<file path="src/rtl/core/lzw_pkg.sv">
// Shared constants, dictionary entry layout and controller/datapath bundles
// for the LZW encoder. No dependencies.
`timescale 1ns / 1ps

package lzw_pkg;

  localparam int CODE_COUNT = 1024;
  localparam int HASH_SLOTS = 1024;                 // power of two
  localparam int CODE_W     = $clog2(CODE_COUNT);
  localparam int HASH_BITS  = $clog2(HASH_SLOTS);
  localparam int BYTE_W     = 8;
  localparam int FIRST_FREE = 256;
  localparam logic [31:0] HASH_MULT = 32'h9E37_79B1;

  typedef struct packed {
    logic              valid;
    logic [CODE_W-1:0] prefix;
    logic [BYTE_W-1:0] data;
    logic [CODE_W-1:0] code;
  } entry_t;

  localparam int ENTRY_W = $bits(entry_t);

  typedef struct packed {
    logic accept;       // latch input item, seed prefix if empty
    logic hash_load;    // register hashed slot address
    logic probe_next;   // step to next slot on collision
    logic take_hit;     // matched entry becomes the prefix
    logic commit_miss;  // emit prefix, insert pair if codes remain, restart from byte
    logic emit_final;   // emit final code and reset stream state
    logic clear_step;   // zero one dictionary slot
  } cmd_t;

  typedef struct packed {
    logic prefix_empty;
    logic eos;
    logic hit;
    logic free_slot;
    logic out_free;
    logic clear_done;
  } status_t;

endpackage

</file>
<file path="src/rtl/core/lzw_ctrl.sv">
// Controller state machine of the LZW encoder: clear sweep, accept, hash,
// probe and emit sequencing. Depends on lzw_pkg.
`timescale 1ns / 1ps

module lzw_ctrl (
  input  logic             clk,
  input  logic             rst,
  input  logic             in_valid,
  input  logic             in_last,
  output logic             in_ready,
  input  lzw_pkg::status_t st,
  output lzw_pkg::cmd_t    cmd
);
  import lzw_pkg::*;

  typedef enum logic [5:0] {
    S_CLEAR   = 6'b000001,
    S_IDLE    = 6'b000010,
    S_HASH    = 6'b000100,
    S_READ    = 6'b001000,
    S_COMPARE = 6'b010000,
    S_FINAL   = 6'b100000
  } state_t;

  state_t state, state_next;

  always_ff @(posedge clk) begin
    if (rst) begin
      state <= S_CLEAR;
    end else begin
      state <= state_next;
    end
  end

  always_comb begin
    state_next = state;
    cmd        = '0;
    in_ready   = 1'b0;
    case (state)
      S_CLEAR: begin
        cmd.clear_step = 1'b1;
        if (st.clear_done) begin
          state_next = S_IDLE;
        end
      end
      S_IDLE: begin
        in_ready = 1'b1;
        if (in_valid) begin
          cmd.accept = 1'b1;
          if (!st.prefix_empty) begin
            state_next = S_HASH;
          end else if (in_last) begin
            state_next = S_FINAL;
          end
        end
      end
      S_HASH: begin
        cmd.hash_load = 1'b1;
        state_next    = S_READ;
      end
      S_READ: begin
        state_next = S_COMPARE;
      end
      S_COMPARE: begin
        if (st.hit) begin
          cmd.take_hit = 1'b1;
          state_next   = st.eos ? S_FINAL : S_IDLE;
        end else if (st.free_slot) begin
          // hold until the output register can take the prefix code
          if (st.out_free) begin
            cmd.commit_miss = 1'b1;
            state_next      = st.eos ? S_FINAL : S_IDLE;
          end
        end else begin
          cmd.probe_next = 1'b1;
          state_next     = S_READ;
        end
      end
      S_FINAL: begin
        if (st.out_free) begin
          cmd.emit_final = 1'b1;
          state_next     = S_CLEAR;
        end
      end
      default: begin
        state_next = S_CLEAR;
      end
    endcase
  end

endmodule

</file>
<file path="config.mk">
export PLATFORM = sky130hd
export DESIGN_NAME = lzw_ctrl
export DESIGN_NICKNAME = d
export VERILOG_FILES = /design/src/rtl/core/lzw_pkg.sv /design/src/rtl/core/lzw_ctrl.sv
export SDC_FILE = /design/constraint.sdc
export NUM_CORES = 1
export LEC_CHECK = 0
export BUFFER_PORTS_ARGS = -buffer_cell sky130_fd_sc_hd__buf_2
export CAP_MARGIN = 25
export CORE_AREA = 2 2 39 41
export CTS_CLUSTER_DIAMETER = 30
export CTS_CLUSTER_SIZE = 25
export DETAILED_ROUTE_END_ITERATION = 6
export DIE_AREA = 0 0 41 43
export GPL_TIMING_DRIVEN = 0
export PLACE_DENSITY = 0.76
export SYNTH_ARGS = -nofsm -noshare
export SYNTH_HDL_FRONTEND = slang
export SYNTH_SLANG_ARGS = --single-unit
</file>
<file path="constraint.sdc">
create_clock -name clk -period 2 [get_ports clk]
set_input_delay 0.4 -clock clk [delete_from_list [all_inputs] [get_ports clk]]
set_output_delay 0.4 -clock clk [all_outputs]
set_load 0.01 [all_outputs]
</file>
==> metrics, run 1 <==
Syn Inst Count 62; Clk pin slew, worst setup/hold paths 0.04 ns; CP max-delay cell or4_4; Netlist cell types 29; WL final 1.19 mm; total chip power 619 uW; # rows 14; Comb power frac 53.1%; Sw Pwr 248 uW; Leakage 0.289 nW; gr usage total 15.8%; PortBufs 17; sw frac 40.1%; CTS tree yes; Synth area leader dfxtp_1; share of layout cells above drive strength 1 50.0%; CP arrival 1.54 ns; clock share of power 17.1%; biggest regs state (6); Setup crit start kind register; CP Class reg -> out; n_diodes 0; dpl hpwl 899 um; Crit. End Element output port; final period utilization 96.8%; first-pass GRT wire length 1.94 mm; routability cong. 0.783; worst-margin pin slew 0.277 ns; worst setup margin 0.0642 ns; largest net degree at the start of global routing 11; Net Count, Synth 72; final hold vios 0; later-pin clock latency in the skew report 0.24 ns; fillcell total 142; share of the synthesized area in the top cell type 23.7%; commonest non-fill, non-tap cells in the layout 17 x buf_2, 6 x nor3_1, 4 x a21oi_1, 4 x dfxtp_2; Critical Path RT 1.60 ns; dominant cells by area after synthesis dfxtp_1 24%, nor3_1 7.9%, a211oi_2 4.9%; M2 GR Usage 23.8%; fin nets 96; IO Pins 18; initial core utilization 36.6%; vias per cell 5.31; mapped cell area 507 um2; max FFs per register 6; Yosys reg bits 6; area of the core 1380 um2; CTS Buf Count 3; CP Max Fanout 7; Pins Over Slew Limit 0; CP Cell Sequence or4_4 -> nor3b_2 -> buf_2; Worst path max stage delay 0.58 ns; max_cap viols 0; drt pass-1 iters 4; GRT met3 Usage 6.28%; H-Tree Level Count 1; Starting DRT DRC Count 7; internal power 371 uW; vias in the first global route 471; RSZ-0062 raised after global routing yes; # DRC 0; final worst path period need 1.94 ns; worst relative slew slack 81.3%; Final ANT Viol Nets 0; cts hold-fix bufs 0; vias 531; Longest Clk Path Bufs 2; synth warn 0; initial antenna violation count 0; FMAX 517 MHz; Sink Count 6; die width 41 um; top register by number of flip-flops state; number of synthesized flops with an enable pin 0; root buf cell clkbuf_4; final setup fails 0; Die ar. 1760 um2; Cell Pwr Density 881 nW/um2; most common cell after layout, fill and taps aside buf_2; Die Height 43 um; Clock Skew 0.00109 ns; DP Worst Slack 0.138 ns; Flop pwr share 29.8%; Max rail drop VDD 0.000460 V; total gr overflow 0; status complete, no violations; area delta synth->final 38.8%; wire per inst 11.9 um; met1 GRT Util 21.4%; Hold Crit Class in -> reg; syn avg cell area 8.17 um2; Post-Route Utilization 50.8%; asr flop ratio synth 0%; GRT Max-Usage Layer met2; dominant synthesized flop cell dfxtp_1; sequential area share after synthesis 23.7%
-- path summary, 6_finish.rpt --
path | from | cells after the start | slack (ns) | to
max | state[0] | 3 | 0.06 | cmd[5]
min | st[5] | 4 | 0.41 | state[2]
max reg2reg | state[0] | 6 | 0.17 | state[5]
min reg2reg | state[4] | 2 | 0.54 | state[4]
-- cell usage after synthesis, types with 2 or more instances --
library cell,n
nand2b_1,3
or2b_1,3
nand2_1,3
buf_6,2
dfxtp_1,6
a211oi_2,2
o21ai_0,2
inv_1,2
or4_1,2
a21oi_1,4
or4_4,2
o31ai_1,2
and2_1,2
nor2_1,5
nor3_1,8
-- worst max-delay path: cells and delay by family (launching register included) --
kind | cells | cell delay (ns)
AND/OR/NAND/NOR | 2 | 0.78
flip-flops | 1 | 0.35
buffers and inverters | 1 | 0.16
-- power groups by stage --
stage                     registers (mW)  logic, mW  clock network [mW]
after global placement             0.173      0.266                   0
final                              0.184      0.329               0.106
after floorplan                    0.163      0.209                   0
after detailed placement           0.174      0.269                   0
after CTS                          0.174      0.308               0.114
after global routing               0.187      0.357               0.123
-- repair_timing --
action | in CTS | in global routing
pin swaps | 4 | 3
endpoints found under the setup margin | 4 | 5
gates cloned | 0 | 0
resized for setup | 6 | 8
buffers inserted | 3 | 0
-- metal layers --
layer	up-vias	share of wire, %
met4	0	0
met2	12	49
met1	243	48
met3	0	2.9
li1	276	-
met5	-	0
-- per-stage QoR --
stage / std cells / hold WS (ns) / setup TNS (ns) / area (um2)
floorplan: 62 / 0.469 / 0 / 507
CTS: 101 / 0.410 / -0.0236 / 681
global placement: 95 / 0.571 / 0 / 612
global route: 100 / 0.415 / -0.000742 / 703
detailed placement: 95 / 0.585 / 0 / 612
finish: 100 / 0.410 / 0 / 703
-- cells by family after synthesis --
group	after synthesis	share of synthesized area, %
mux	1	1.98
compound gates	13	18.5
simple gates	36	47.2
buf+inv	5	6.91
xor+xnor	1	1.73
flops	6	23.7
-- cell type report --
class | count | area [um2] | area share [%]
flip-flops and latches | 6 | 125 | 17.8
inverters | 2 | 7.51 | 1.07
multi-input cells | 51 | 398 | 56.6
plain buffers | 2 | 22.5 | 3.20
well taps | 16 | 20.0 | 2.85
clock buffers | 3 | 22.5 | 3.20
repair buffers | 20 | 108 | 15.3
No activity file was read; power rests on OpenSTA's default activity.
==> inputs of run 2 (changes only) <==
--- a/config.mk
+++ b/config.mk
@@ -9,11 +9,12 @@
 export CAP_MARGIN = 25
 export CORE_AREA = 2 2 39 41
 export CTS_CLUSTER_DIAMETER = 30
-export CTS_CLUSTER_SIZE = 25
+export CTS_CLUSTER_SIZE = 8
 export DETAILED_ROUTE_END_ITERATION = 6
 export DIE_AREA = 0 0 41 43
 export GPL_TIMING_DRIVEN = 0
 export PLACE_DENSITY = 0.76
+export SETUP_SLACK_MARGIN = 0.15
 export SYNTH_ARGS = -nofsm -noshare
 export SYNTH_HDL_FRONTEND = slang
 export SYNTH_SLANG_ARGS = --single-unit
==> constraint.sdc (replaced) <==
create_clock -name clk -period 2 [get_ports clk]
set_input_delay 0.1 -clock clk [delete_from_list [all_inputs] [get_ports clk]]
set_output_delay 0.1 -clock clk [all_outputs]
set_load 0.01 [all_outputs]
==> metrics, run 2 (same netlist as run 1, synthesis figures left out) <==
status complete, no violations; design area 647 um2 (-8.0%); DR top layer met3; R2R cell count 6 (unchanged); final setup TNS 0 ns (unchanged); commonest non-fill, non-tap cells in the layout 18 x buf_2, 7 x nor3_1, 6 x dfxtp_1; fin nets 94 (-2.1%); later-pin clock latency in the skew report 0.24 ns (about the same); PortBufs 17 (unchanged); first-pass GRT wire length 1.83 mm (-5.7%); die width 41 um (unchanged); Pins Over Slew Limit 0 (unchanged); Worst path max stage delay 0.57 ns (about the same); cts repair resizes 0 (-6); Final ANT Viol Nets 0 (unchanged); Crit. End Element output port; root buf cell clkbuf_4; initial core utilization 36.6% (unchanged); # DRC 0 (unchanged); FMAX 563 MHz (+8.9%); CP bufs+invs 2 (+1); worst-margin pin slew 0.355 ns (+0.0783 ns); CP arrival 1.68 ns (+0.14 ns); vias in the first global route 444 (-5.7%); gr usage total 15.2% (-0.60 points); Hold Crit Class in -> reg; met3 WL post-DR 31 um (-8.8%); Critical Path Stages 5 (+2); worst setup margin 0.222 ns (+0.158 ns); DP Worst Slack 0.232 ns (+0.0943 ns); worst relative slew slack 76.1% (-5.2 points); CP Max Fanout 10 (+3); area delta synth->final 27.7%; Critical Path RT 1.90 ns (+0.30 ns); Cell Pwr Density 860 nW/um2 (-2.4%); Flop pwr share 31.3% (+1.5 points); Sw Pwr 217 uW (-12%); fillcell total 145 (+2.1%); Clk pin slew, worst setup/hold paths 0.04 ns (about the same); Leakage 0.273 nW (-5.7%); vias per cell 5.24 (-1.2%); post-CTS setup buffers 0 (-3); CTS Buf Count 3 (unchanged); max FFs per register 6 (unchanged); RSZ-0062 raised after global routing yes; vias 514 (-3.2%); area of the core 1380 um2 (unchanged); area post-placement 612 um2 (unchanged); H-Tree Level Count 1 (unchanged); max_cap viols 0 (unchanged); cts hold-fix bufs 0 (unchanged); final hold vios 0 (unchanged); CP Cell Sequence buf_6 -> or4_4 -> nor2_1 -> and2_1 -> buf_2; sw frac 39.1% (-0.98 points); Setup crit start kind register; Final Non-Filler Cells 98 (-2.0%); DRT met1 WL 579 um (+0.87%); WL final 1.15 mm (-3.4%); clock share of power 19.1% (+2.0 points); n_diodes 0 (unchanged); IO Pins 18 (unchanged); dpl hpwl 899 um (unchanged); Comb power frac 49.6% (-3.5 points); met2 wire length 534 um (-7.3%); CP max-delay cell or4_4; final period utilization 88.9% (-7.9 points); routability cong. 0.783 (unchanged); total gr overflow 0 (unchanged); final setup fails 0 (unchanged); Longest Clk Path Bufs 2 (unchanged); most common cell after layout, fill and taps aside buf_2; share of layout cells above drive strength 1 39.0% (-11 points); initial antenna violation count 0 (unchanged); CP Class reg -> out; drt pass-1 iters 3 (-1); top register by number of flip-flops state; CP delay by family, top simple AND/OR/NAND/NOR gates; largest net degree at the start of global routing 11 (unchanged); Clock Skew 0.00110 ns (+0.0000125 ns); final worst path period need 1.78 ns (-0.158 ns); Hold Path Cell Cnt 4 (unchanged); Die Height 43 um (unchanged); Sink Count 6 (unchanged); Reg area 120 um2 (-4.0%); # placed instances 95 (unchanged); internal power 339 uW (-8.8%); Starting DRT DRC Count 13 (+6); # rows 14 (unchanged); biggest regs state (6); Die ar. 1760 um2 (unchanged); Max rail drop VDD 0.000433 V (-6.0%); total chip power 556 uW (-10%); CTS tree yes; multi-input logic area 364 um2 (-8.5%); wire per inst 11.7 um (-1.4%)
==> run 2: final cells by class <==
cell class / count / share of cell area [%]
Inverter: 2 / 1.16
Multi-Input combinational cell: 51 / 56.3
Buffer: 3 / 4.26
Clock buffer: 3 / 3.48
Tap cell: 16 / 3.09
Timing Repair Buffer: 17 / 13.2
Sequential cell: 6 / 18.6
==> run 2: worst register-to-register path, stage by stage, from the launching register on <==
cell and delay (ns):
dfxtp_1 0.30, buf_6 0.13, or4_4 0.57, a211oi_2 0.23, or3_1 0.17, buf_6 0.11
mux2i_1 0.17
==> run 2: final timing paths <==
kind / slack, ns / to / from
setup reg to reg: 0.25 / state[5] / state[5]
hold / removal: 0.12 / state[2] / st[5]
hold reg to reg: 0.59 / state[4] / state[4]
setup / recovery: 0.22 / cmd[6] / state[5]
==> run 2: power groups by stage <==
stage / Sequential (mW) / Clock [mW] / Combinational (mW)
after CTS: 0.172 / 0.114 / 0.271
after global routing: 0.177 / 0.123 / 0.303
after floorplan: 0.163 / 0 / 0.209
after global placement: 0.173 / 0 / 0.266
final: 0.174 / 0.106 / 0.276
after detailed placement: 0.174 / 0 / 0.269
==> run 2: metal layers <==
layer	global-route usage [%]	vias up
met2	21.9	10
met4	2.00	0
li1	-	270
met5	0	-
met1	21.4	234
met3	6.28	0
==> run 2: through the flow <==
step	hold slack (ns)	utilization, %
floorplan	0.169	-
global placement	0.362	44.2
detailed placement	0.368	44.2
CTS	0.110	45.8
global route	0.122	46.7
finish	0.119	46.7
